--- src/rtl/core/opd_pkg.sv ---
// Shared types, constants and a helper function of the Ogg page deframer
package opd_pkg;

    localparam int MAX_SEGMENTS = 255;
    localparam int SEG_AW = (MAX_SEGMENTS > 1) ? $clog2(MAX_SEGMENTS) : 1;

    localparam int QUEUE_DEPTH = 2;
    localparam int QUEUE_AW = $clog2(QUEUE_DEPTH);
    localparam int QUEUE_CW = $clog2(QUEUE_DEPTH + 1);

    localparam int HPOS_W = 5;
    localparam logic [HPOS_W-1:0] CAPTURE_LEN = 5'd4;
    localparam logic [HPOS_W-1:0] SERIAL_FIRST = 5'd14;
    localparam logic [HPOS_W-1:0] SERIAL_LAST = 5'd17;
    localparam logic [HPOS_W-1:0] COUNT_POS = 5'd26;

    localparam logic [7:0] FULL_SEGMENT = 8'd255;

    typedef struct packed {
        logic [7:0] data;
        logic       sos;
        logic       zero;
    } t_item;

    typedef struct packed {
        logic [7:0] len;
        logic [7:0] runs;
    } t_record;

    typedef struct packed {
        logic       has_byte;
        logic [7:0] packet_byte;
        logic       byte_ends_packet;
        logic [7:0] boundaries_after;
        logic       status;
    } t_result;

    function automatic logic [7:0] capture_byte(input logic [1:0] idx);
        logic [7:0] c;
        case (idx)
            2'd0: c = 8'h4F;
            2'd1: c = 8'h67;
            2'd2: c = 8'h67;
            2'd3: c = 8'h53;
            default: c = 8'h4F;
        endcase
        return c;
    endfunction

endpackage

--- src/rtl/core/opd_in_if.sv ---
// Input byte channel of the Ogg page deframer
interface opd_in_if;
    logic       valid;
    logic       ready;
    logic [7:0] stream_byte;
    logic       start_of_stream;

    modport source (output valid, output stream_byte, output start_of_stream, input ready);
    modport sink (input valid, input stream_byte, input start_of_stream, output ready);
endinterface

--- src/rtl/core/opd_front.sv ---
// Front end: accept stream bytes, tag them and hold them in a short queue
module opd_front (
    input  logic           i_clk,
    input  logic           i_rst_n,
    opd_in_if.sink         i_in,
    output opd_pkg::t_item o_item,
    output logic           o_item_valid,
    input  logic           i_pop
);

    opd_pkg::t_item r_slot [opd_pkg::QUEUE_DEPTH];
    logic [opd_pkg::QUEUE_AW-1:0] r_wr_ptr, n_wr_ptr;
    logic [opd_pkg::QUEUE_AW-1:0] r_rd_ptr, n_rd_ptr;
    logic [opd_pkg::QUEUE_CW-1:0] r_count, n_count;
    logic           w_push;
    opd_pkg::t_item w_tagged;

    assign i_in.ready = (r_count != opd_pkg::QUEUE_CW'(opd_pkg::QUEUE_DEPTH));
    assign w_push = i_in.valid && i_in.ready;

    always_comb begin
        w_tagged.data = i_in.stream_byte;
        w_tagged.sos  = i_in.start_of_stream;
        w_tagged.zero = (i_in.stream_byte == 8'd0);
    end

    always_comb begin
        n_wr_ptr = r_wr_ptr;
        n_rd_ptr = r_rd_ptr;
        n_count  = r_count;
        if (w_push) begin
            n_wr_ptr = (r_wr_ptr == opd_pkg::QUEUE_AW'(opd_pkg::QUEUE_DEPTH - 1)) ?
                       '0 : r_wr_ptr + 1'b1;
        end
        if (i_pop) begin
            n_rd_ptr = (r_rd_ptr == opd_pkg::QUEUE_AW'(opd_pkg::QUEUE_DEPTH - 1)) ?
                       '0 : r_rd_ptr + 1'b1;
        end
        if (w_push && !i_pop) begin
            n_count = r_count + 1'b1;
        end else if (!w_push && i_pop) begin
            n_count = r_count - 1'b1;
        end
    end

    always_ff @(posedge i_clk) begin
        if (!i_rst_n) begin
            r_wr_ptr <= '0;
            r_rd_ptr <= '0;
            r_count  <= '0;
        end else begin
            r_wr_ptr <= n_wr_ptr;
            r_rd_ptr <= n_rd_ptr;
            r_count  <= n_count;
        end
        if (w_push) begin
            r_slot[r_wr_ptr] <= w_tagged;
        end
    end

    assign o_item       = r_slot[r_rd_ptr];
    assign o_item_valid = (r_count != '0);

endmodule

--- src/flat_wrapper.sv ---
// flat-port wrapper written by rule: the top's interface ports become plain ports
module opd_front_flat 
  (i_clk, i_rst_n, o_item, o_item_valid, i_pop, i_in_valid, i_in_stream_byte, i_in_start_of_stream, i_in_ready);
  opd_in_if i_in_i ();
  input  logic i_clk;
  input  logic i_rst_n;
  output opd_pkg::t_item o_item;
  output logic o_item_valid;
  input  logic i_pop;
  input wire logic [$bits(i_in_i.valid)-1:0] i_in_valid;
  input wire logic [$bits(i_in_i.stream_byte)-1:0] i_in_stream_byte;
  input wire logic [$bits(i_in_i.start_of_stream)-1:0] i_in_start_of_stream;
  output wire logic [$bits(i_in_i.ready)-1:0] i_in_ready;
  assign i_in_i.valid = i_in_valid;
  assign i_in_i.stream_byte = i_in_stream_byte;
  assign i_in_i.start_of_stream = i_in_start_of_stream;
  assign i_in_ready = i_in_i.ready;
  opd_front u_core (.i_clk(i_clk), .i_rst_n(i_rst_n), .i_in(i_in_i), .o_item(o_item), .o_item_valid(o_item_valid), .i_pop(i_pop));
endmodule
--- config.mk ---
export PLATFORM = sky130hd
export DESIGN_NAME = opd_front_flat
export DESIGN_NICKNAME = d
export VERILOG_FILES = /design/src/rtl/core/opd_pkg.sv /design/src/rtl/core/opd_in_if.sv /design/src/rtl/core/opd_front.sv /design/src/flat_wrapper.sv
export SDC_FILE = /design/constraint.sdc
export NUM_CORES = 1
export LEC_CHECK = 0
export CORE_AREA = 8 8 62 64
export DETAILED_ROUTE_END_ITERATION = 10
export DIE_AREA = 0 0 70 72
export DONT_BUFFER_PORTS = 1
export PLACE_DENSITY_LB_ADDON = 0.3
export SYNTH_ARGS = -nofsm -noshare
export SYNTH_HDL_FRONTEND = slang
export SYNTH_SLANG_ARGS = --single-unit
--- constraint.sdc ---
create_clock -name i_clk -period 1.45 [get_ports i_clk]
set_input_delay 0.29 -clock i_clk [delete_from_list [all_inputs] [get_ports i_clk]]
set_output_delay 0.29 -clock i_clk [all_outputs]
set_load 0.05 [all_outputs]
== Yosys cells after proc, flatten, opt, wreduce, memory -nomap -nowiden ==
Memory sizes are Yosys's and may differ from the RTL's. A register that Yosys moved wholly into a read port is not among the register bits.
Index checks and enable logic that the tools add are counted.

* Add/sub/neg operators: 4
* Equal/unequal tests: 1
* Multiplexer cells: 8
* Reduce and logical (&&, ||, !) cells: 8

{| class="wikitable"
|+ Operators with widths
! kind !! number
|-
| zero test 8 bit || 1
|-
| two-way mux 1 bit || 6
|-
| two-way mux 2 bit || 2
|-
| nonzero test 2 bit || 2
|-
| logical AND 1 bit || 3
|-
| adder 1 bit, second input constant || 2
|-
| adder 2 x 1 -> 2 bit, second input constant || 1
|-
| zero test 1 bit || 2
|-
| != test 2 bit, second input constant || 1
|-
| subtractor 2 x 1 -> 2 bit, second input constant || 1
|}

* Register bits after elaboration: 4
* Bits in writable memories: 20
* Bits of input ports: 13
* Output and inout bits: 12
* Logic and storage cells: 25
* Memories: 1

{| class="wikitable"
|+ Memory list
! memory !! words !! width !! rd ports !! clocked after memory_dff !! write ports !! line !! RTL
|-
| u_core.r_slot || 2 || 10 || 1 || 1 || 1 || opd_front.sv:11 || <nowiki>opd_pkg::t_item r_slot [opd_pkg::QUEUE_DEPTH];</nowiki>
|}

== Longest topological paths before layout ==
* Depth in word-level cells: 6
* Mapped depth: 6
* Depth with buffers taken out: 6

== Least setup slack after synthesis ==
No wires, ideal clock.

* Path type: reg2reg
* Start point: register u_core.r_count[0] (netlist bit)
* End point: register u_core.r_count[1] (netlist bit)
* Setup time: 0.070 ns
* Arrival time: 1.831 ns
* Data required time: 1.380 ns
* Path slack: -0.451 ns
* Stages on the path, launching flop included: 6
* Path buffers: 0
* Clock period less this slack: 1.901 ns
* Cells stage by stage: dfxtp_1 nand2b_1 and2_1 ha_1 or3_1 a21oi_1

* Cells in the longest elaborated chain, start to end: 5
* Elaborated cells on any way between the ends: 10
* Classes of those cells: add/sub: 2; eq/ne: 1; mux: 2; reduce/logical: 5

{| class="wikitable"
|+ Ends and longest elaborated chain
! item !! line !! RTL
|-
| start, declared || opd_front.sv:14 || <nowiki>logic [opd_pkg::QUEUE_CW-1:0] r_count, n_count;</nowiki>
|-
| start signal, assigned || opd_front.sv:54 || <nowiki>r_count <= n_count;</nowiki>
|-
| != test 2 bit * || opd_front.sv:18 || <nowiki>assign i_in.ready = (r_count != opd_pkg::QUEUE_CW'(opd_pkg::QUEUE_DEPTH));</nowiki>
|-
| named net i_in_ready || flat_wrapper.sv:13 || <nowiki>output wire logic [$bits(i_in_i.ready)-1:0] i_in_ready;</nowiki>
|-
| logical AND 1 bit * || opd_front.sv:19 || <nowiki>assign w_push = i_in.valid && i_in.ready;</nowiki>
|-
| zero test 1 bit || opd_front.sv:41 || <nowiki>end else if (!w_push && i_pop) begin</nowiki>
|-
| logical AND 1 bit || opd_front.sv:41 ||
|-
| nonzero test 2 bit (no source line) || - ||
|}

Mark *: on every way through the listed nets, which the timed path passes. The rest lies on a longest branch. The select of a mux whose other input is x is not followed.
A chain may end at the register's enable or synchronous reset.

==> qor.txt <==
Starting density of the core: 33.1%
Crit Path Max Fanout: 10
CTS tree: done
DRT Pass-1 Iters: 2
Die Wd: 70 µm
Initial antenna violation count: 0
Filler Cells Inserted: 277
Pre-CTS WS: 0.0242 ns
Max Root-Sink Buffers: 2
CP bufs+invs: 2
Reg2reg start: u_core.r_count[0]$_SDFFE_PN0P_
# nets final: 93
Top Family by Delay on Critical Path: flip-flops
Hold wc startpoint: i_in_start_of_stream
Row count: 20
Fin Hold WS: 0.0760 ns
Hold path cells: 0
DRT iter0 DRCs: 11
Max Clk Rate: 630 MHz
DRC errors left: 0
Largest net degree at the start of global routing: 14
Final Hold Vio Count: 0
Drt wl/cell: 15.2 µm
Max-Cap Viols: 0
Clock root buffer: clkbuf_4
Setup CP Type: flip-flop to output port
R2R setup slack: 0.01 ns
Clock transition at the registers of the reported paths: 0.12 ns
Wire length on met3: 126 µm
Height of the chip: 72 µm
Commonest non-fill, non-tap cell in the layout: edfxtp_1
Fin crit period: 1.59 ns
DP HPWL: 1250 µm
Yosys warnings: 0
Tot GR Track Use: 7.11%
Post-Syn Instances: 59
Final worst slack: -0.136 ns
Register Area: 707 µm²
Sequential share of the synthesized area: 72.8%
Most frequent cells in the layout: 20 x edfxtp_1, 10 x buf_6, 5 x mux2_1
Area of the die: 5040 µm²
Critical Path RT: 1.16 ns
Clock Sinks: 25
Routed Wire Length: 1680 µm
P per Cell Area: 1420 nW/µm²
RSZ-0062 raised after global routing: yes
Post-Syn Nets: 73
Cells along the critical path: buf_12 > mux2_1 > buf_6
Grt ovf: 0
Worst r2r dst: u_core.r_count[1]$_SDFFE_PN0P_
Layout Skew: 0.00472 ns
CP peak stage delay: 0.36 ns
Via Count: 539
M1 WL: 620 µm
Placer Congestion: 0.732
Peak supply drop: 708 µV
Ant diodes: 0
Share of post-route cells with drive strength above 1: 39.7%
Top routing layer used: met4
Slew Limit Fails: 0
Synthesized area per cell: 16.3 µm²
Final non-filler cell total: 111
Reg2Reg Depth: 6
Outcome: complete, but fails checks
Post-DR vias/cell: 4.86
Hold Crit Endpoint: u_core.r_slot[1][1]$_DFFE_PP_
CORE AREA: 2900 µm²
Top Ports: 25
First-pass GRT wire length: 2900 µm
H-tree depth: 1
Worst skew pair latency: 0.30 ns
Worst setup EP type: output port
Min-Delay Path Class: input pin to flip-flop
Post-route ant nets: 0
Synth-to-layout area growth: 30.6%
Design area: 1260 µm²
Seq cells post-synth: 25
Inserted Clock Buffers: 3
Period utilisation layout: 109%
Slew @ Worst Pin: 0.214 ns
Vias in the first global route: 622
Worst path arrival time: 1.30 ns
Final setup vio count: 10
Hold_buf cts: 0
Failing checks: setup timing
I/O Buffers: 0
Met2 routed WL: 921 µm
P_leak: 0.466 nW
Area taken by multi-input logic gates: 275 µm²
Unique masters post-synth: 19
Worst slew margin: 85.6%
Critical path's slowest cell: dfxtp_2
Cells after DPL: 106
CP Launch Type: flip-flop
Mapped Area: 962 µm²
Placed Area: 1170 µm²
[cells in the mapped netlist (all sizes together)]
cell type | count | share of area (%)
nand3b | 1 | 0.78
inv | 3 | 1.2
nand2b | 1 | 0.65
xor2 | 2 | 1.8
a21bo | 1 | 1.0
buf | 1 | 0.52
mux2 | 10 | 12
edfxtp | 20 | 62
or2 | 1 | 0.65
xnor2 | 1 | 0.91
or4 | 2 | 1.6
a21oi | 2 | 1.0
ha | 1 | 1.3
o21ai | 1 | 0.52
or3 | 1 | 0.65
nor2 | 4 | 1.6
and3 | 1 | 0.65
and2 | 1 | 0.65
dfxtp | 5 | 10
[routing by layer]
metal | global-route usage, % | vias up
met2 | 13.2 | 13
li1 | - | 256
met3 | 3.00 | 2
met5 | 0 | -
met4 | 2.68 | 0
met1 | 6.82 | 268
[through the flow]
| stage | setup TNS (ns) | total power [mW] | util [%] |
|---|---|---|---|
| floorplan | -0.0164 | 1.28 | - |
| global placement | 0 | 1.45 | 40.4 |
| detailed placement | 0 | 1.46 | 40.4 |
| CTS | -1.44 | 1.79 | 42.8 |
| global route | -1.84 | 1.88 | 43.3 |
| finish | -1.28 | 1.79 | 43.3 |
[area by class of cell]
class | instances | share of cell area (%)
flip-flops and latches | 25 | 56.3
multi-input cells | 30 | 21.9
repair buffers | 16 | 15.5
well taps | 33 | 3.29
clock buffers | 4 | 2.09
inverters | 3 | 0.896
[logic make-up after synthesis]
family | Yosys count | share of synthesized area, %
flops | 25 | 72.8
xor+xnor | 3 | 2.73
mux | 10 | 11.7
simple gates | 12 | 7.15
fa+ha+maj | 1 | 1.30
compound gates | 4 | 2.60
buf+inv | 4 | 1.69
[worst max path at each step]
stage / start / end / slack, ns / cells past startpoint
detailed placement: u_core.r_count[0]$_SDFFE_PN0P_ / u_core.r_count[1]$_SDFFE_PN0P_ / 0.02 / 6
global route: flip-flop / o_item[1] / -0.19 / 3
finish: flip-flop / o_item[8] / -0.14 / 3
floorplan: u_core.r_count[0]$_SDFFE_PN0P_ / u_core.r_count[1]$_SDFFE_PN0P_ / -0.02 / 5
CTS: flip-flop / o_item[5] / -0.15 / 3
global placement: u_core.r_count[0]$_SDFFE_PN0P_ / u_core.r_count[1]$_SDFFE_PN0P_ / 0.09 / 6
[timing repair]
item / CTS / global route
pin swaps: 0 / 0
endpoints found under the hold margin: 0 / 0
setup endpoints to repair: 10 / 11
setup buffers: 0 / 1
resized for setup: 12 / 7
[worst reg2reg max path: stages (launching register included)]
cell and delay, ns:
dfxtp_4 0.37, nand2b_4 0.15, and2_4 0.14, ha_4 0.14, xor2_1 0.14, or3_1 0.32, a21oi_2 0.11
[state kept, by name, summed over array words and instances, names as in the netlist, named ones only]
signal / count
u_core.r_count: 2
u_core.r_rd_ptr: 1
u_core.r_wr_ptr: 1
u_core.r_slot: 20
[power by group]
group	total, mW	internal (mW)	switching [mW]
registers	0.900	0.868	0.0323
clock network	0.285	0.107	0.178
logic	0.600	0.248	0.353
total	1.79	1.22	0.563
Power figures use the tool's default switching activity.
